$ cat src/hw/rtl/swoc_pkg.sv
package swoc_pkg;

  localparam int AXES            = 3;
  localparam int SAMPLE_W        = 16;
  localparam int SPREAD_W        = 17;
  localparam int NUM_SAMPLES_DEF = 32;
  localparam int TDATA_W         = ((AXES * SAMPLE_W + 7) / 8) * 8;
  localparam int TUSER_W         = 1;

  typedef logic signed [SAMPLE_W-1:0] sample_t;
  typedef logic [SPREAD_W-1:0]        spread_t;

  localparam spread_t SPREAD_RESET = spread_t'(100);

endpackage

$ cat src/hw/rtl/still_window_offset_calibrator_top.sv
// Zero-offset calibrator for a three-axis sensor. Takes one sample per clock
// on s_axis when tready is high and gathers windows of NUM_SAMPLES samples,
// tracking per-axis min, max and sum. The last sample of a window yields one
// result on m_axis via the window register and the mean stages: ok is set
// when every axis spread (max - min) is below max_spread, and then the offsets
// are the per-axis means truncated toward zero, else zero. Sustained rate,
// unless m_axis stalls, is one sample per cycle; the mean uses a two-stage
// reciprocal multiply. Write max_spread on cfg only while the block is idle.
module still_window_offset_calibrator_top #(
  parameter int NUM_SAMPLES = swoc_pkg::NUM_SAMPLES_DEF
) (
  input  logic                           clk,
  input  logic                           rst,
  input  logic                           s_axis_tvalid,
  output logic                           s_axis_tready,
  input  logic [swoc_pkg::TDATA_W-1:0]   s_axis_tdata,  // sample_x, sample_y, sample_z
  output logic                           m_axis_tvalid,
  input  logic                           m_axis_tready,
  output logic [swoc_pkg::TDATA_W-1:0]   m_axis_tdata,  // offset_x, offset_y, offset_z
  output logic [swoc_pkg::TUSER_W-1:0]   m_axis_tuser,  // ok
  input  logic                           cfg_valid,
  output logic                           cfg_ready,
  input  logic [swoc_pkg::SPREAD_W-1:0]  cfg_data       // max_spread
);
  import swoc_pkg::*;

  localparam int SUM_W = SAMPLE_W + $clog2(NUM_SAMPLES);

  spread_t                 max_spread;
  sample_t                 sample  [AXES];
  logic                    win_valid;
  logic                    win_ready;
  sample_t                 win_min [AXES];
  sample_t                 win_max [AXES];
  logic signed [SUM_W-1:0] win_sum [AXES];
  logic                    ok;
  sample_t                 offset  [AXES];

  assign cfg_ready = 1'b1;

  always_ff @(posedge clk) begin
    if (rst) begin
      max_spread <= SPREAD_RESET;
    end else if (cfg_valid && cfg_ready) begin
      max_spread <= cfg_data;
    end
  end

  always_comb begin
    m_axis_tdata = '0;
    for (int a = 0; a < AXES; a++) begin
      sample[a]                          = s_axis_tdata[a*SAMPLE_W +: SAMPLE_W];
      m_axis_tdata[a*SAMPLE_W +: SAMPLE_W] = offset[a];
    end
  end

  assign m_axis_tuser = TUSER_W'(ok);

  swoc_accum #(
    .NUM_SAMPLES(NUM_SAMPLES)
  ) u_accum (
    .clk       (clk),
    .rst       (rst),
    .in_valid  (s_axis_tvalid),
    .in_ready  (s_axis_tready),
    .sample    (sample),
    .win_valid (win_valid),
    .win_ready (win_ready),
    .win_min   (win_min),
    .win_max   (win_max),
    .win_sum   (win_sum)
  );

  swoc_mean #(
    .NUM_SAMPLES(NUM_SAMPLES)
  ) u_mean (
    .clk        (clk),
    .rst        (rst),
    .max_spread (max_spread),
    .in_valid   (win_valid),
    .in_ready   (win_ready),
    .win_min    (win_min),
    .win_max    (win_max),
    .win_sum    (win_sum),
    .out_valid  (m_axis_tvalid),
    .out_ready  (m_axis_tready),
    .ok         (ok),
    .offset     (offset)
  );

endmodule

$ cat src/hw/rtl/swoc_accum.sv
module swoc_accum #(
  parameter int  NUM_SAMPLES = swoc_pkg::NUM_SAMPLES_DEF,
  localparam int SUM_W       = swoc_pkg::SAMPLE_W + $clog2(NUM_SAMPLES)
) (
  input  logic                    clk,
  input  logic                    rst,
  input  logic                    in_valid,
  output logic                    in_ready,
  input  swoc_pkg::sample_t       sample  [swoc_pkg::AXES],
  output logic                    win_valid,
  input  logic                    win_ready,
  output swoc_pkg::sample_t       win_min [swoc_pkg::AXES],
  output swoc_pkg::sample_t       win_max [swoc_pkg::AXES],
  output logic signed [SUM_W-1:0] win_sum [swoc_pkg::AXES]
);
  import swoc_pkg::*;

  localparam int CNT_W = $clog2(NUM_SAMPLES);

  logic [CNT_W-1:0]        count;
  sample_t                 amin     [AXES];
  sample_t                 amax     [AXES];
  logic signed [SUM_W-1:0] asum     [AXES];
  sample_t                 min_next [AXES];
  sample_t                 max_next [AXES];
  logic signed [SUM_W-1:0] sum_next [AXES];
  logic                    first;
  logic                    last;
  logic                    take;

  assign in_ready = !win_valid || win_ready;
  assign take     = in_valid && in_ready;
  assign first    = (count == '0);
  assign last     = (count == CNT_W'(NUM_SAMPLES - 1));

  // first sample of a window reloads min/max and restarts the sum
  always_comb begin
    for (int a = 0; a < AXES; a++) begin
      min_next[a] = (first || sample[a] < amin[a]) ? sample[a] : amin[a];
      max_next[a] = (first || sample[a] > amax[a]) ? sample[a] : amax[a];
      sum_next[a] = (first ? SUM_W'(0) : asum[a]) + SUM_W'(sample[a]);
    end
  end

  always_ff @(posedge clk) begin
    if (rst) begin
      count     <= '0;
      win_valid <= 1'b0;
    end else begin
      if (win_ready) begin
        win_valid <= 1'b0;
      end
      if (take) begin
        if (last) begin
          count     <= '0;
          win_valid <= 1'b1;
        end else begin
          count <= count + 1'b1;
        end
      end
    end
  end

  always_ff @(posedge clk) begin
    if (take) begin
      amin <= min_next;
      amax <= max_next;
      asum <= sum_next;
      if (last) begin
        win_min <= min_next;
        win_max <= max_next;
        win_sum <= sum_next;
      end
    end
  end

endmodule

$ cat src/hw/rtl/swoc_mean.sv
module swoc_mean #(
  parameter int  NUM_SAMPLES = swoc_pkg::NUM_SAMPLES_DEF,
  localparam int SUM_W       = swoc_pkg::SAMPLE_W + $clog2(NUM_SAMPLES)
) (
  input  logic                    clk,
  input  logic                    rst,
  input  swoc_pkg::spread_t       max_spread,
  input  logic                    in_valid,
  output logic                    in_ready,
  input  swoc_pkg::sample_t       win_min [swoc_pkg::AXES],
  input  swoc_pkg::sample_t       win_max [swoc_pkg::AXES],
  input  logic signed [SUM_W-1:0] win_sum [swoc_pkg::AXES],
  output logic                    out_valid,
  input  logic                    out_ready,
  output logic                    ok,
  output swoc_pkg::sample_t       offset  [swoc_pkg::AXES]
);
  import swoc_pkg::*;

  // divide by NUM_SAMPLES as multiply by ceil(2^K / N), exact for |sum| < 2^SUM_W
  localparam int          LOG_N    = $clog2(NUM_SAMPLES);
  localparam int          K        = SUM_W + LOG_N;
  localparam int          RW       = SUM_W + 1;
  localparam int          LO_W     = RW / 2;
  localparam int          HI_W     = RW - LO_W;
  localparam int          PLO_W    = SUM_W + LO_W;
  localparam int          PHI_W    = SUM_W + HI_W;
  localparam int          PW       = SUM_W + RW;
  localparam logic [63:0] RECIP    = ((64'd1 << K) + 64'(NUM_SAMPLES) - 64'd1)
                                     / 64'(NUM_SAMPLES);
  localparam logic [LO_W-1:0] RECIP_LO = RECIP[LO_W-1:0];
  localparam logic [HI_W-1:0] RECIP_HI = RECIP[LO_W +: HI_W];

  logic             adv1;
  logic             adv2;
  logic             still;
  spread_t          spread [AXES];
  logic [SUM_W-1:0] mag    [AXES];
  logic [PW-1:0]    full   [AXES];
  logic [SAMPLE_W-1:0] quot [AXES];
  sample_t          off_next [AXES];

  logic             v1;
  logic             ok1;
  logic             neg1   [AXES];
  logic [PLO_W-1:0] p_lo   [AXES];
  logic [PHI_W-1:0] p_hi   [AXES];
  logic             v2;

  assign adv2     = !v2 || out_ready;
  assign adv1     = !v1 || adv2;
  assign in_ready = adv1;
  assign out_valid = v2;

  always_comb begin
    still = 1'b1;
    for (int a = 0; a < AXES; a++) begin
      spread[a] = SPREAD_W'(win_max[a]) - SPREAD_W'(win_min[a]);
      if (!(spread[a] < max_spread)) begin
        still = 1'b0;
      end
      mag[a] = win_sum[a][SUM_W-1] ? SUM_W'(-win_sum[a]) : SUM_W'(win_sum[a]);
    end
  end

  always_comb begin
    for (int a = 0; a < AXES; a++) begin
      full[a]     = (PW'(p_hi[a]) << LO_W) + PW'(p_lo[a]);
      quot[a]     = full[a][K +: SAMPLE_W];
      off_next[a] = !ok1   ? sample_t'(0) :
                    neg1[a] ? sample_t'(-quot[a]) : sample_t'(quot[a]);
    end
  end

  always_ff @(posedge clk) begin
    if (rst) begin
      v1 <= 1'b0;
      v2 <= 1'b0;
    end else begin
      if (adv1) begin
        v1 <= in_valid;
      end
      if (adv2) begin
        v2 <= v1;
      end
    end
  end

  always_ff @(posedge clk) begin
    if (adv1 && in_valid) begin
      ok1 <= still;
      for (int a = 0; a < AXES; a++) begin
        neg1[a] <= win_sum[a][SUM_W-1];
        p_lo[a] <= PLO_W'(mag[a]) * PLO_W'(RECIP_LO);
        p_hi[a] <= PHI_W'(mag[a]) * PHI_W'(RECIP_HI);
      end
    end
    if (adv2 && v1) begin
      ok     <= ok1;
      offset <= off_next;
    end
  end

endmodule

$ cat config.mk
export PLATFORM = sky130hd
export DESIGN_NAME = still_window_offset_calibrator_top
export DESIGN_NICKNAME = d
export VERILOG_FILES = /design/src/hw/rtl/swoc_pkg.sv /design/src/hw/rtl/still_window_offset_calibrator_top.sv /design/src/hw/rtl/swoc_accum.sv /design/src/hw/rtl/swoc_mean.sv
export SDC_FILE = /design/constraint.sdc
export NUM_CORES = 1
export LEC_CHECK = 0
export BUFFER_PORTS_ARGS = -buffer_cell sky130_fd_sc_hd__buf_2
export CELL_PAD_IN_SITES_DETAIL_PLACEMENT = 1
export CELL_PAD_IN_SITES_GLOBAL_PLACEMENT = 1
export CORE_UTILIZATION = 30
export CTS_CLUSTER_SIZE = 8
export DETAILED_ROUTE_END_ITERATION = 8
export GPL_TIMING_DRIVEN = 0
export PLACE_DENSITY_LB_ADDON = 0.1
export SLEW_MARGIN = 10
export SYNTH_ARGS = -nofsm -noshare
export SYNTH_HDL_FRONTEND = slang
export SYNTH_SLANG_ARGS = --single-unit
$ cat constraint.sdc
create_clock -name clk -period 15.3 [get_ports clk]
set_input_delay 1.53 -clock clk [delete_from_list [all_inputs] [get_ports clk]]
set_output_delay 1.53 -clock clk [all_outputs]
set_load 0.005 [all_outputs]
==> flow_summary.html, run 1 <==
<table>
<tr><th>Metric</th><th>Value</th></tr>
<tr><th colspan="2">Synth</th></tr>
<tr><td>Gate count after technology mapping</td><td>2,159</td></tr>
<tr><td>Prevailing post-synth register cell</td><td>sky130_fd_sc_hd__edfxtp_1</td></tr>
<tr><td>Cell type with the highest aggregate area in the netlist</td><td>sky130_fd_sc_hd__edfxtp_1</td></tr>
<tr><td>Synth Net Count</td><td>2,490</td></tr>
<tr><td>Ys Warns</td><td>0</td></tr>
<tr><td>Seq/Total Area, Yosys</td><td>51.2%</td></tr>
<tr><td>Async set-or-reset flop fraction in the synthesized netlist</td><td>0%</td></tr>
<tr><td>Count of flip-flops with a built-in enable after synthesis</td><td>419</td></tr>
<tr><td>Ranking of synthesized cells by area</td><td>sky130_fd_sc_hd__edfxtp_1 (49%), sky130_fd_sc_hd__ha_1 (12%), sky130_fd_sc_hd__xnor2_1 (5.4%)</td></tr>
<tr><td>FF+latch count, synth</td><td>444</td></tr>
<tr><td>Distinct cell type count of the synthesized netlist</td><td>78</td></tr>
<tr><td>Fraction of post-synthesis cell area in the top cell type by area</td><td>49.2%</td></tr>
<tr><td>Summed instance area of the synthesized netlist</td><td>between 0.02 and 0.03 mm^2</td></tr>
<tr><td>Avg Inst Size Synth</td><td>11.8 um^2</td></tr>
<tr><th colspan="2">Place</th></tr>
<tr><td>Worst setup slack after placement</td><td>8.65 ns</td></tr>
<tr><td>Global placer's final weighted congestion</td><td>0.780</td></tr>
<tr><td>Area post-placement</td><td>0.0278 mm^2</td></tr>
<tr><td>Total half-perimeter wirelength after legalization and detailed placement</td><td>about 50,000 um</td></tr>
<tr><td>Number of buffers added on ports</td><td>119</td></tr>
<tr><td>Placed Cells incl. Taps</td><td>3,420</td></tr>
<tr><th colspan="2">Power</th></tr>
<tr><td>Net Switching</td><td>819 uW</td></tr>
<tr><td>Switching fraction of total power</td><td>25.4%</td></tr>
<tr><td>Proportion of power drawn by flip-flops and latches</td><td>~45%</td></tr>
<tr><td>Part of the total power dissipated in the clock network</td><td>41.1%</td></tr>
<tr><td>Power per standard cell area</td><td>109 mW/mm^2</td></tr>
<tr><td>VDD IR max</td><td>0.0701 mV</td></tr>
<tr><td>P_int</td><td>2.41 mW</td></tr>
<tr><td>Combinational share of power</td><td>between 10 and 15%</td></tr>
<tr><td>Static Leakage</td><td>11.7 nW</td></tr>
<tr><td>Post-layout power</td><td>3.23 mW</td></tr>
<tr><th colspan="2">Global routing</th></tr>
<tr><td>GRT Overall Usage</td><td>15.6%</td></tr>
<tr><td>Vias in the first global route</td><td>18,200</td></tr>
<tr><td>Global-route wire length before repair</td><td>104,000 um</td></tr>
<tr><td>Maximum number of pins on one net before global-route repair</td><td>97</td></tr>
<tr><td>Total grt overflow</td><td>0</td></tr>
<tr><td>Antenna violations before repair</td><td>2</td></tr>
<tr><th colspan="2">Die</th></tr>
<tr><td>Area of the die</td><td>0.0864 mm^2</td></tr>
<tr><td>Number of core rows</td><td>106</td></tr>
<tr><td>Effective utilization at floorplan</td><td>between 30% and 40%</td></tr>
<tr><td>Height of the chip</td><td>approximately 300 um</td></tr>
<tr><td>Top-Level Pins</td><td>122</td></tr>
<tr><td>DIE WIDTH</td><td>294 um</td></tr>
<tr><td>Placeable core area</td><td>between 0.08 and 0.09 mm^2</td></tr>
<tr><th colspan="2">Timing</th></tr>
<tr><td>Slew Limit Headroom</td><td>24.5%</td></tr>
<tr><td>Unrepaired setup endpoints after global routing</td><td>false</td></tr>
<tr><td>Hold Fails Final Rpt</td><td>0</td></tr>
<tr><td>Maximum clock skew at final layout</td><td>between 0.015 and 0.02 ns</td></tr>
<tr><td>Final-report max-slew violation count</td><td>0</td></tr>
<tr><td>Fin crit share</td><td>between 40 and 50%</td></tr>
<tr><td>Worst Setup Slack, final</td><td>8.96 ns</td></tr>
<tr><td>Total negative slack</td><td>0 ns</td></tr>
<tr><td>Worst hold slack across all endpoints</td><td>0.501 ns</td></tr>
<tr><td>Clock period minus worst slack</td><td>roughly 6.3 ns</td></tr>
<tr><td>Final setup viols</td><td>0</td></tr>
<tr><td>Worst Tran Pin Value</td><td>roughly 1.1 ns</td></tr>
<tr><td>Max frequency</td><td>158 MHz</td></tr>
<tr><th colspan="2">Cells and area</th></tr>
<tr><td>Count of nets after finishing</td><td>2,685</td></tr>
<tr><td>Area grow syn2layout</td><td>15.8%</td></tr>
<tr><td>Non-filler instance count after layout</td><td>3,506</td></tr>
<tr><td>Fraction of layout cells with a size suffix above 1</td><td>14.2%</td></tr>
<tr><td>Fin util</td><td>35.3%</td></tr>
<tr><td>Total non-filler cell area in the finished layout</td><td>0.0296 mm^2</td></tr>
<tr><th colspan="2">Drt</th></tr>
<tr><td>Routed length per instance</td><td>19.0 um</td></tr>
<tr><td>Vias after detailed routing</td><td>16,900</td></tr>
<tr><td>Initial DRC count</td><td>580</td></tr>
<tr><td>DRT Pass-1 Iters</td><td>4</td></tr>
<tr><td>Via count normalized by instance count</td><td>4.82</td></tr>
<tr><td>Total Routed Length</td><td>66,500 um</td></tr>
<tr><td>Number of remaining DRC errors</td><td>0</td></tr>
<tr><td>Post-route antenna net violation count</td><td>0</td></tr>
<tr><th colspan="2">CTS</th></tr>
<tr><td>Clk_lat worst skew</td><td>approximately 0.59 ns</td></tr>
<tr><td>Post-CTS sizing</td><td>0</td></tr>
<tr><td>Root buf cell</td><td>sky130_fd_sc_hd__clkbuf_16</td></tr>
<tr><td>TritonCTS clock tree</td><td>yes</td></tr>
<tr><td>Count of clock tree sinks</td><td>444</td></tr>
<tr><td>Number of H-tree branching levels</td><td>3</td></tr>
<tr><td>Number of buffers inserted by post-CTS setup repair</td><td>0</td></tr>
<tr><td>Number of buffers added by the clock tree synthesis step</td><td>66</td></tr>
<tr><td>Total of hold buffers inserted after clock tree synthesis</td><td>0</td></tr>
<tr><td>Number of buffers on the longest clock path</td><td>3</td></tr>
<tr><td>Clock slew at reported path FFs</td><td>0.05 ns</td></tr>
<tr><th colspan="2">Worst setup path</th></tr>
<tr><td>Kind of launch point of the worst setup path</td><td>flop</td></tr>
<tr><td>Startpoint-to-endpoint class of the critical path</td><td>reg2reg</td></tr>
<tr><td>Sort of element at the end of the critical path</td><td>flop</td></tr>
<tr><td>Worst EP arrival</td><td>6.66 ns</td></tr>
<tr><td>Largest fanout of any net on the critical path</td><td>10</td></tr>
<tr><td>Critical path required time</td><td>15.62 ns</td></tr>
<tr><th colspan="2">Run</th></tr>
<tr><td>Number of max-capacitance violations reported</td><td>0</td></tr>
<tr><th colspan="2">Status</th></tr>
<tr><td>Outcome</td><td>complete, no violations</td></tr>
<tr><th colspan="2">Hold path</th></tr>
<tr><td>Type of the tightest min-delay check</td><td>reg2reg</td></tr>
</table>
==> cell families (layout without fill, tap and decap cells) <==
family          count (synthesis)  after routing  synth area share [%]
mux                           115            115                  4.97
flops                         444            444                  51.2
buf+inv                       235            447                  3.51
xor+xnor                      177            177                  6.06
fa+ha+maj                     261            261                  12.9
compound gates                430            430                  11.0
simple gates                  496            496                  10.4
other cells                     1              2                0.0147
==> cell usage after synthesis, types with 23 or more instances <==
| library cell | instances |
|---|---|
| sky130_fd_sc_hd__a21o_1 | 52 |
| sky130_fd_sc_hd__a21oi_1 | 124 |
| sky130_fd_sc_hd__and2_1 | 108 |
| sky130_fd_sc_hd__clkbuf_1 | 25 |
| sky130_fd_sc_hd__dfxtp_1 | 25 |
| sky130_fd_sc_hd__edfxtp_1 | 419 |
| sky130_fd_sc_hd__ha_1 | 255 |
| sky130_fd_sc_hd__inv_1 | 204 |
| sky130_fd_sc_hd__mux2_2 | 95 |
| sky130_fd_sc_hd__nand2_1 | 107 |
| sky130_fd_sc_hd__nand3_1 | 28 |
| sky130_fd_sc_hd__nor2_1 | 91 |
| sky130_fd_sc_hd__nor2b_1 | 26 |
| sky130_fd_sc_hd__o21ai_0 | 80 |
| sky130_fd_sc_hd__o31ai_1 | 23 |
| sky130_fd_sc_hd__xnor2_1 | 157 |
==> worst max-delay path: stages (launching register included) <==
cell and delay, ns:
sky130_fd_sc_hd__dfxtp_1 0.42, sky130_fd_sc_hd__inv_1 0.07, sky130_fd_sc_hd__ha_1 0.21, sky130_fd_sc_hd__or4b_2 0.20, sky130_fd_sc_hd__clkbuf_1 0.82, sky130_fd_sc_hd__clkbuf_1 0.83, sky130_fd_sc_hd__clkbuf_1 0.70, sky130_fd_sc_hd__and2_1 0.28
sky130_fd_sc_hd__ha_1 0.24, sky130_fd_sc_hd__a21oi_1 0.21, sky130_fd_sc_hd__o22ai_1 0.16, sky130_fd_sc_hd__o41ai_1 0.73, sky130_fd_sc_hd__nor3_1 0.21, sky130_fd_sc_hd__a221oi_1 0.37, sky130_fd_sc_hd__nor3_1 0.09, sky130_fd_sc_hd__or3b_2 0.49
==> power groups by stage <==
stage	registers, mW	clock network (mW)	logic [mW]
after floorplan	1.47	0	0.313
after global routing	1.45	1.42	0.508
after detailed placement	1.47	0	0.457
final	1.45	1.33	0.450
after global placement	1.47	0	0.443
after CTS	1.45	1.39	0.461
==> worst paths after layout <==
check | startpoint | to | slack [ns] | cells past startpoint
max | u_accum.count[0] | u_accum.win_sum[19] | 8.96 | 15
min | max_spread[9] | max_spread[9] | 0.50 | 2
max reg2reg | u_accum.count[0] | u_accum.win_sum[19] | 8.96 | 15
min reg2reg | max_spread[9] | max_spread[9] | 0.50 | 2
==> placed cells by master, fill, tap and decap left out, types with 28 or more instances in the layout <==
| cell | Yosys | routed |
|---|---|---|
| sky130_fd_sc_hd__buf_2 | 3 | 122 |
| sky130_fd_sc_hd__nand3_1 | 28 | 28 |
| sky130_fd_sc_hd__mux2_2 | 95 | 95 |
| sky130_fd_sc_hd__xnor2_1 | 157 | 157 |
| sky130_fd_sc_hd__clkbuf_16 | 0 | 68 |
| sky130_fd_sc_hd__edfxtp_1 | 419 | 419 |
| sky130_fd_sc_hd__ha_1 | 255 | 255 |
| sky130_fd_sc_hd__and2_1 | 108 | 108 |
| sky130_fd_sc_hd__nor2_1 | 91 | 91 |
| sky130_fd_sc_hd__clkbuf_1 | 25 | 34 |
| sky130_fd_sc_hd__o21ai_0 | 80 | 80 |
| sky130_fd_sc_hd__a21o_1 | 52 | 52 |
| sky130_fd_sc_hd__a21oi_1 | 124 | 124 |
| sky130_fd_sc_hd__nand2_1 | 107 | 107 |
| sky130_fd_sc_hd__inv_1 | 204 | 203 |
==> cell type report <==
class / instances / area, um^2
antenna: 1 / 2.50
buffer: 31 / 131
clock buffer: 77 / 1740
clock inverter: 8 / 75.1
fill: 9081 / 54300
inverter: 204 / 773
multi-input combinational: 1480 / 11600
sequential: 444 / 13100
tap: 1134 / 1420
timing repair buffer: 127 / 766
==> registers in the layout, indices dropped and copies added (netlist names), 3 cells and up <==
signal / cells
u_mean.p_hi: 48
u_mean.neg1: 3
u_accum.count: 5
u_accum.win_min: 48
u_accum.amin: 48
u_accum.win_max: 48
max_spread: 17
u_accum.asum: 63
u_mean.offset: 48
u_accum.win_sum: 63
u_accum.amax: 48
==> routing by layer <==
layer	GRT usage [%]	wire length, um
met1	19.4	29800
met2	27.5	32900
met3	2.46	1830
met4	4.95	1930
met5	0	0
Power figures use the tool's default switching activity.
==> inputs of run 2 (changes only) <==
==> constraint.sdc (replaced) <==
create_clock -name clk -period 6.2 [get_ports clk]
set_input_delay 0.62 -clock clk [delete_from_list [all_inputs] [get_ports clk]]
set_output_delay 0.62 -clock clk [all_outputs]
set_load 0.005 [all_outputs]
==> flow_summary.html, run 2 (synthesized netlist as in run 1, its figures left out) <==
<table>
<tr><th>Metric</th><th>Value</th></tr>
<tr><th colspan="2">Worst setup path</th></tr>
<tr><td>Kind of launch point of the worst setup path</td><td>flop</td></tr>
<tr><td>Top Family by Delay on Critical Path</td><td>simple AND/OR/NAND/NOR gates</td></tr>
<tr><td>Max stage delay on crit path</td><td>approximately 0.9 ns</td></tr>
<tr><td>Chain of cells forming the critical path</td><td>inv_1 -&gt; ha_1 -&gt; or4b_2 -&gt; clkbuf_2 -&gt; clkbuf_1 -&gt; and2_1 -&gt; ha_1 -&gt; a21oi_1 -&gt; o22ai_1 -&gt; o41ai_1 -&gt; nor3_1 -&gt; a221oi_1 -&gt; nor3_1 -&gt; or3b_2</td></tr>
<tr><td>Sort of element at the end of the critical path</td><td>flop</td></tr>
<tr><td>Length in cells of the worst reg-to-reg path</td><td>14</td></tr>
<tr><td>Buf+Inv Stages, Crit Path</td><td>3</td></tr>
<tr><td>RR Endpoint</td><td>u_accum.win_sum[19]</td></tr>
<tr><td>Largest fanout of any net on the critical path</td><td>10</td></tr>
<tr><td>Internal reg-to-reg setup slack</td><td>0.59 ns</td></tr>
<tr><td>Startpoint-to-endpoint class of the critical path</td><td>reg2reg</td></tr>
<tr><td>FF-to-FF Start</td><td>u_accum.count[0]</td></tr>
<tr><td>Worst EP arrival</td><td>5.93 ns</td></tr>
<tr><td>End point of the critical path</td><td>u_accum.win_sum[19]</td></tr>
<tr><td>Worst setup path startpoint</td><td>u_accum.count[0]</td></tr>
<tr><td>Critical Path Slowest Stage Cell</td><td>sky130_fd_sc_hd__or4b_2</td></tr>
<tr><td>Critical path required time</td><td>6.52 ns</td></tr>
<tr><td>Critical path depth</td><td>14</td></tr>
<tr><th colspan="2">Global routing</th></tr>
<tr><td>Most crowded layer after global routing</td><td>met2</td></tr>
<tr><td>Global-route wire length before repair</td><td>approximately 100,000 um</td></tr>
<tr><td>GRT Overall Usage</td><td>roughly 16%</td></tr>
<tr><td>Met1 capacity usage during global routing</td><td>between 10% and 20%</td></tr>
<tr><td>Met2 capacity usage during global routing</td><td>27.5%</td></tr>
<tr><td>Met3 usage in global routing</td><td>2.46%</td></tr>
<tr><td>Maximum number of pins on one net before global-route repair</td><td>between 90 and 100</td></tr>
<tr><td>Vias in the first global route</td><td>18,200</td></tr>
<tr><td>Total grt overflow</td><td>0</td></tr>
<tr><td>Antenna violations before repair</td><td>2</td></tr>
<tr><th colspan="2">Drt</th></tr>
<tr><td>Vias after detailed routing</td><td>16,900</td></tr>
<tr><td>Total Routed Length</td><td>66,400 um</td></tr>
<tr><td>Via count normalized by instance count</td><td>4.81</td></tr>
<tr><td>Initial DRC count</td><td>556</td></tr>
<tr><td>DRT Pass-1 Iters</td><td>4</td></tr>
<tr><td>Post-route antenna net violation count</td><td>0</td></tr>
<tr><td>Routed length per instance</td><td>18.9 um</td></tr>
<tr><td>Number of remaining DRC errors</td><td>0</td></tr>
<tr><th colspan="2">Timing</th></tr>
<tr><td>Hold Fails Final Rpt</td><td>0</td></tr>
<tr><td>Maximum clock skew at final layout</td><td>0.0192 ns</td></tr>
<tr><td>Slew Limit Headroom</td><td>37.3%</td></tr>
<tr><td>Max frequency</td><td>178 MHz</td></tr>
<tr><td>Fin crit share</td><td>90.5%</td></tr>
<tr><td>Worst Tran Pin Value</td><td>0.940 ns</td></tr>
<tr><td>Final setup viols</td><td>0</td></tr>
<tr><td>Worst Setup Slack, final</td><td>0.591 ns</td></tr>
<tr><td>Final-report max-slew violation count</td><td>0</td></tr>
<tr><td>Unrepaired setup endpoints after global routing</td><td>false</td></tr>
<tr><td>Clock period minus worst slack</td><td>5.61 ns</td></tr>
<tr><th colspan="2">CTS</th></tr>
<tr><td>Count of clock tree sinks</td><td>roughly 440</td></tr>
<tr><td>TritonCTS clock tree</td><td>yes</td></tr>
<tr><td>Number of buffers on the longest clock path</td><td>3</td></tr>
<tr><td>Clk_lat worst skew</td><td>slightly below 0.6 ns</td></tr>
<tr><td>Number of buffers inserted by post-CTS setup repair</td><td>0</td></tr>
<tr><td>Number of H-tree branching levels</td><td>3</td></tr>
<tr><td>Number of buffers added by the clock tree synthesis step</td><td>66</td></tr>
<tr><td>Root buf cell</td><td>sky130_fd_sc_hd__clkbuf_16</td></tr>
<tr><td>Clock slew at reported path FFs</td><td>0.05 ns</td></tr>
<tr><th colspan="2">Cells and area</th></tr>
<tr><td>Area grow syn2layout</td><td>15.8%</td></tr>
<tr><td>Count of nets after finishing</td><td>2,684</td></tr>
<tr><td>Fraction of layout cells with a size suffix above 1</td><td>between 10 and 15%</td></tr>
<tr><td>Non-filler instance count after layout</td><td>3,506</td></tr>
<tr><td>Most frequent standard cell in the layout excluding fill and tap cells</td><td>sky130_fd_sc_hd__edfxtp_1</td></tr>
<tr><td>Registers with the highest flip-flop counts</td><td>u_accum.asum (63), u_accum.win_sum (63)</td></tr>
<tr><td>Most frequent cells in the layout</td><td>sky130_fd_sc_hd__edfxtp_1 (419), sky130_fd_sc_hd__ha_1 (255), sky130_fd_sc_hd__inv_1 (203)</td></tr>
<tr><td>Fin util</td><td>between 30% and 40%</td></tr>
<tr><td>Total non-filler cell area in the finished layout</td><td>0.0296 mm^2</td></tr>
<tr><th colspan="2">Die</th></tr>
<tr><td>Top-Level Pins</td><td>122</td></tr>
<tr><td>Number of core rows</td><td>between 100 and 150</td></tr>
<tr><td>Placeable core area</td><td>approximately 0.084 mm^2</td></tr>
<tr><td>Height of the chip</td><td>294 um</td></tr>
<tr><td>DIE WIDTH</td><td>294 um</td></tr>
<tr><td>Area of the die</td><td>0.0864 mm^2</td></tr>
<tr><td>Effective utilization at floorplan</td><td>30.5%</td></tr>
<tr><th colspan="2">Place</th></tr>
<tr><td>Global placer's final weighted congestion</td><td>just under 0.8</td></tr>
<tr><td>Total half-perimeter wirelength after legalization and detailed placement</td><td>50,200 um</td></tr>
<tr><td>Worst setup slack after placement</td><td>-0.447 ns</td></tr>
<tr><td>Area post-placement</td><td>0.0278 mm^2</td></tr>
<tr><td>Placed Cells incl. Taps</td><td>3,420</td></tr>
<tr><td>Number of buffers added on ports</td><td>119</td></tr>
<tr><th colspan="2">Run</th></tr>
<tr><td>Number of max-capacitance violations reported</td><td>0</td></tr>
<tr><th colspan="2">Power</th></tr>
<tr><td>Power per standard cell area</td><td>269 mW/mm^2</td></tr>
<tr><td>Static Leakage</td><td>around 12 nW</td></tr>
<tr><td>VDD IR max</td><td>0.173 mV</td></tr>
<tr><th colspan="2">Hold path</th></tr>
<tr><td>Worst hold path startpoint</td><td>cfg_data[6]</td></tr>
<tr><td>Type of the tightest min-delay check</td><td>in2reg</td></tr>
<tr><th colspan="2">Status</th></tr>
<tr><td>Outcome</td><td>complete, no violations</td></tr>
</table>
run 2: cell count changes in the layout (fill, tap and decap cells not counted):
cell | before | now
sky130_fd_sc_hd__clkbuf_1 | 34 | 32
sky130_fd_sc_hd__diode_2 | 1 | 2
sky130_fd_sc_hd__clkbuf_2 | 0 | 1
run 2: worst min path at each step:
stage / cells after the start / to / slack, ns
detailed placement: 2 / max_spread[4] / 0.49
finish: 3 / max_spread[6] / 0.27
global route: 3 / max_spread[5] / 0.25
floorplan: 2 / u_mean.v1 / 0.45
CTS: 3 / max_spread[2] / 0.23
global placement: 2 / u_mean.v1 / 0.47
run 2: power breakdown:
| group | total [mW] | switching, mW | leakage (nW) | internal (mW) |
|---|---|---|---|---|
| combinational | 1.11 | 0.656 | 6.66 | 0.454 |
| sequential | 3.58 | 0.0492 | 4.11 | 3.53 |
| clock | 3.28 | 1.32 | 0.886 | 1.96 |
| total | 7.96 | 2.02 | 11.7 | 5.94 |
run 2: metrics by stage:
step / hold WS (ns) / power, mW / TNS, ns
floorplan: 0.453 / 4.39 / 0
detailed placement: 0.492 / 4.76 / -2.31
CTS: 0.230 / 8.13 / 0
global route: 0.254 / 8.36 / 0
global placement: 0.469 / 4.73 / -492.88
finish: 0.269 / 7.96 / 0
run 2: tightest hold or removal path, cell delays in order:
cell and delay [ns]:
sky130_fd_sc_hd__buf_2 0.08, sky130_fd_sc_hd__nand2_1 0.05, sky130_fd_sc_hd__o211ai_1 0.06
run 2: area by class of cell:
| type | count | area, um^2 |
|---|---|---|
| buffer | 30 | 129 |
| multi-input combinational | 1480 | 11600 |
| timing repair buffer | 127 | 766 |
| inverter | 204 | 773 |
| fill | 9079 | 54300 |
| clock buffer | 77 | 1740 |
| antenna | 2 | 5.00 |
| tap | 1134 | 1420 |
| clock inverter | 8 | 75.1 |
| sequential | 444 | 13100 |
run 2: routing by layer:
metal / wire length, um / part of all wire [%]
met3: 2000 / 3.0
met5: 0 / 0
met4: 1900 / 2.9
met1: 29600 / 45
met2: 32900 / 50
run 2: repair_timing:
action	4_1_cts	5_1_grt
setup endpoints to repair	17	0
hold buffers	0	0
resized for setup	1	0
==> inputs of run 3 (changes only) <==
--- a/config.mk
+++ b/config.mk
@@ -8,6 +8,7 @@
 export BUFFER_PORTS_ARGS = -buffer_cell sky130_fd_sc_hd__buf_2
 export CELL_PAD_IN_SITES_DETAIL_PLACEMENT = 1
 export CELL_PAD_IN_SITES_GLOBAL_PLACEMENT = 1
+export CORE_ASPECT_RATIO = 0.9
 export CORE_UTILIZATION = 30
 export CTS_CLUSTER_SIZE = 8
 export DETAILED_ROUTE_END_ITERATION = 8
==> flow_summary.html, run 3 (synthesized netlist as in run 1, its figures left out) <==
<table>
<tr><th>Metric</th><th>Value</th></tr>
<tr><th colspan="2">Status</th></tr>
<tr><td>Outcome</td><td>complete, no violations</td></tr>
<tr><th colspan="2">Worst setup path</th></tr>
<tr><td>Length in cells of the worst reg-to-reg path</td><td>14</td></tr>
<tr><td>Kind of launch point of the worst setup path</td><td>flop</td></tr>
<tr><td>Sort of element at the end of the critical path</td><td>flop</td></tr>
<tr><td>RR Endpoint</td><td>u_accum.win_sum[40]</td></tr>
<tr><td>Internal reg-to-reg setup slack</td><td>0.75 ns</td></tr>
<tr><td>FF-to-FF Start</td><td>u_accum.count[0]</td></tr>
<tr><td>Critical path required time</td><td>6.52 ns</td></tr>
<tr><td>Worst setup path startpoint</td><td>u_accum.count[0]</td></tr>
<tr><td>Worst EP arrival</td><td>5.77 ns</td></tr>
<tr><td>Startpoint-to-endpoint class of the critical path</td><td>reg2reg</td></tr>
<tr><td>Largest fanout of any net on the critical path</td><td>10</td></tr>
<tr><th colspan="2">Timing</th></tr>
<tr><td>Max frequency</td><td>184 MHz</td></tr>
<tr><td>Hold Fails Final Rpt</td><td>0</td></tr>
<tr><td>Final-report max-slew violation count</td><td>0</td></tr>
<tr><td>Unrepaired setup endpoints after global routing</td><td>false</td></tr>
<tr><td>Worst Tran Pin Value</td><td>0.883 ns</td></tr>
<tr><td>Fin crit share</td><td>slightly below 90%</td></tr>
<tr><td>Final setup viols</td><td>0</td></tr>
<tr><td>Clock period minus worst slack</td><td>about 5.4 ns</td></tr>
<tr><td>Maximum clock skew at final layout</td><td>~0.028 ns</td></tr>
<tr><td>Slew Limit Headroom</td><td>39.4%</td></tr>
<tr><td>Total negative slack</td><td>0 ns</td></tr>
<tr><th colspan="2">Place</th></tr>
<tr><td>Global placer's final weighted congestion</td><td>0.805</td></tr>
<tr><td>Number of buffers added on ports</td><td>between 100 and 150</td></tr>
<tr><td>Placed Cells incl. Taps</td><td>between 3,000 and 4,000</td></tr>
<tr><td>Total half-perimeter wirelength after legalization and detailed placement</td><td>49,900 um</td></tr>
<tr><td>Area post-placement</td><td>between 0.02 and 0.03 mm^2</td></tr>
<tr><th colspan="2">Drt</th></tr>
<tr><td>Met3 Routed Length</td><td>roughly 2300 um</td></tr>
<tr><td>Routed length per instance</td><td>around 19 um</td></tr>
<tr><td>Number of remaining DRC errors</td><td>0</td></tr>
<tr><td>Vias after detailed routing</td><td>16,900</td></tr>
<tr><td>DRT Pass-1 Iters</td><td>5</td></tr>
<tr><td>WL met1</td><td>30,700 um</td></tr>
<tr><td>Total Routed Length</td><td>65,900 um</td></tr>
<tr><td>Uppermost metal layer occupied by signal nets</td><td>met4</td></tr>
<tr><td>Initial DRC count</td><td>approximately 640</td></tr>
<tr><td>Post-route antenna net violation count</td><td>0</td></tr>
<tr><td>Via count normalized by instance count</td><td>between 4 and 5</td></tr>
<tr><td>Total met2 wirelength after detailed routing</td><td>31,200 um</td></tr>
<tr><th colspan="2">Power</th></tr>
<tr><td>Net Switching</td><td>approximately 2.0 mW</td></tr>
<tr><td>Static Leakage</td><td>11.7 nW</td></tr>
<tr><td>P_int</td><td>slightly below 6 mW</td></tr>
<tr><td>Power per standard cell area</td><td>roughly 270 mW/mm^2</td></tr>
<tr><td>Combinational share of power</td><td>13.9%</td></tr>
<tr><td>Proportion of power drawn by flip-flops and latches</td><td>44.9%</td></tr>
<tr><td>VDD IR max</td><td>0.158 mV</td></tr>
<tr><td>Part of the total power dissipated in the clock network</td><td>41.2%</td></tr>
<tr><td>Switching fraction of total power</td><td>25.3%</td></tr>
<tr><th colspan="2">Cells and area</th></tr>
<tr><td>Count of nets after finishing</td><td>~2,700</td></tr>
<tr><td>Most frequent standard cell in the layout excluding fill and tap cells</td><td>sky130_fd_sc_hd__edfxtp_1</td></tr>
<tr><td>Total area of multi-input combinational cells</td><td>0.0116 mm^2</td></tr>
<tr><td>Area grow syn2layout</td><td>16.0%</td></tr>
<tr><td>Sequential cell area</td><td>about 0.013 mm^2</td></tr>
<tr><td>Non-filler instance count after layout</td><td>roughly 3,500</td></tr>
<tr><td>Fill cell total of the finished layout</td><td>about 9,000</td></tr>
<tr><td>Total non-filler cell area in the finished layout</td><td>0.0297 mm^2</td></tr>
<tr><td>Fraction of layout cells with a size suffix above 1</td><td>between 10% and 20%</td></tr>
<tr><td>Most frequent cells in the layout</td><td>sky130_fd_sc_hd__edfxtp_1 (419), sky130_fd_sc_hd__ha_1 (255), sky130_fd_sc_hd__inv_1 (203)</td></tr>
<tr><td>Registers with the highest flip-flop counts</td><td>u_accum.asum (63), u_accum.win_sum (63)</td></tr>
<tr><th colspan="2">Hold path</th></tr>
<tr><td>Worst hold endpoint</td><td>max_spread[1]</td></tr>
<tr><td>Worst Hold Depth</td><td>3</td></tr>
<tr><td>Worst hold path startpoint</td><td>cfg_data[1]</td></tr>
<tr><td>Type of the tightest min-delay check</td><td>in2reg</td></tr>
<tr><th colspan="2">CTS</th></tr>
<tr><td>Number of buffers on the longest clock path</td><td>3</td></tr>
<tr><td>Number of buffers added by the clock tree synthesis step</td><td>between 60 and 70</td></tr>
<tr><td>Count of clock tree sinks</td><td>444</td></tr>
<tr><td>Root buf cell</td><td>sky130_fd_sc_hd__clkbuf_16</td></tr>
<tr><td>Clk_lat worst skew</td><td>0.61 ns</td></tr>
<tr><td>Number of H-tree branching levels</td><td>3</td></tr>
<tr><td>Clock slew at reported path FFs</td><td>roughly 0.05 ns</td></tr>
<tr><td>Total of hold buffers inserted after clock tree synthesis</td><td>0</td></tr>
<tr><td>Post-CTS sizing</td><td>0</td></tr>
<tr><td>Number of buffers inserted by post-CTS setup repair</td><td>0</td></tr>
<tr><td>TritonCTS clock tree</td><td>yes</td></tr>
<tr><th colspan="2">Global routing</th></tr>
<tr><td>GRT Overall Usage</td><td>15.7%</td></tr>
<tr><td>Antenna violations before repair</td><td>6</td></tr>
<tr><td>Maximum number of pins on one net before global-route repair</td><td>96</td></tr>
<tr><td>Vias in the first global route</td><td>between 15,000 and 20,000</td></tr>
<tr><td>Total grt overflow</td><td>0</td></tr>
<tr><td>Global-route wire length before repair</td><td>104,000 um</td></tr>
<tr><th colspan="2">Die</th></tr>
<tr><td>Effective utilization at floorplan</td><td>a little under a third</td></tr>
<tr><td>Placeable core area</td><td>0.0844 mm^2</td></tr>
<tr><td>Area of the die</td><td>0.0864 mm^2</td></tr>
<tr><td>Top-Level Pins</td><td>around 120</td></tr>
<tr><td>Number of core rows</td><td>101</td></tr>
<tr><td>Height of the chip</td><td>279 um</td></tr>
<tr><td>DIE WIDTH</td><td>310 um</td></tr>
<tr><th colspan="2">Run</th></tr>
<tr><td>Number of max-capacitance violations reported</td><td>0</td></tr>
</table>
==> run 3: final cells by class <==
cell class              count  area share [%]
diodes                      2          0.0169
plain buffers              30           0.439
clock buffers              79            5.88
clock inverters             7           0.240
inverters                 204            2.61
multi-input cells        1480            39.2
flip-flops and latches    444            44.1
well taps                1133            4.78
repair buffers            128            2.70
==> run 3: worst max-delay path by stage <==
stage | cells past startpoint | slack [ns] | to
6_report | 14 | 0.75 | u_accum.win_sum[40]
5_1_grt | 14 | 0.41 | u_accum.win_sum[19]
4_1_cts | 14 | 0.23 | u_accum.win_sum[19]
3_5_place_dp | 15 | -0.35 | u_accum.win_sum[19]
3_3_place_gp | 3 | -1.72 | u_mean.p_hi[0][38]
2_1_floorplan | 4 | 0.98 | u_accum.win_max[0]
==> run 3: per-stage QoR <==
| stage | worst slack [ns] | hold WS, ns | total power [mW] | utilization, % |
|---|---|---|---|---|
| floorplan | 0.978 | 0.453 | 4.39 | - |
| global placement | -1.72 | 0.462 | 4.72 | 32.7 |
| detailed placement | -0.348 | 0.490 | 4.76 | 33.0 |
| CTS | 0.232 | 0.228 | 8.12 | 35.1 |
| global route | 0.414 | 0.250 | 8.36 | 35.1 |
| finish | 0.751 | 0.275 | 7.96 | 35.1 |
==> run 3: worst max-delay path, stage by stage, from the launching register on <==
cell	delay, ns
sky130_fd_sc_hd__dfxtp_1	0.36
sky130_fd_sc_hd__inv_1	0.08
sky130_fd_sc_hd__ha_1	0.17
sky130_fd_sc_hd__or4b_2	0.93
sky130_fd_sc_hd__clkbuf_2	0.52
sky130_fd_sc_hd__clkbuf_1	0.42
sky130_fd_sc_hd__and2_1	0.28
sky130_fd_sc_hd__ha_1	0.35
sky130_fd_sc_hd__a2111oi_2	0.43
sky130_fd_sc_hd__o21ai_1	0.18
sky130_fd_sc_hd__a221o_1	0.37
sky130_fd_sc_hd__a31oi_2	0.32
sky130_fd_sc_hd__o21ai_1	0.19
sky130_fd_sc_hd__a311oi_1	0.39
sky130_fd_sc_hd__xnor2_1	0.15
==> run 3: power groups by stage <==
stage | clock, mW | sequential [mW] | combinational, mW
finish | 3.28 | 3.57 | 1.11
global route | 3.52 | 3.59 | 1.25
CTS | 3.41 | 3.58 | 1.13
detailed placement | 0 | 3.63 | 1.12
global placement | 0 | 3.64 | 1.08
floorplan | 0 | 3.62 | 0.772
==> run 3: per-layer routing <==
metal  vias up  global-route usage (%)
met5         -                       0
met2       206                    26.5
met4         0                    4.74
li1       8323                       -
met1      8311                    20.2
met3       106                    3.12
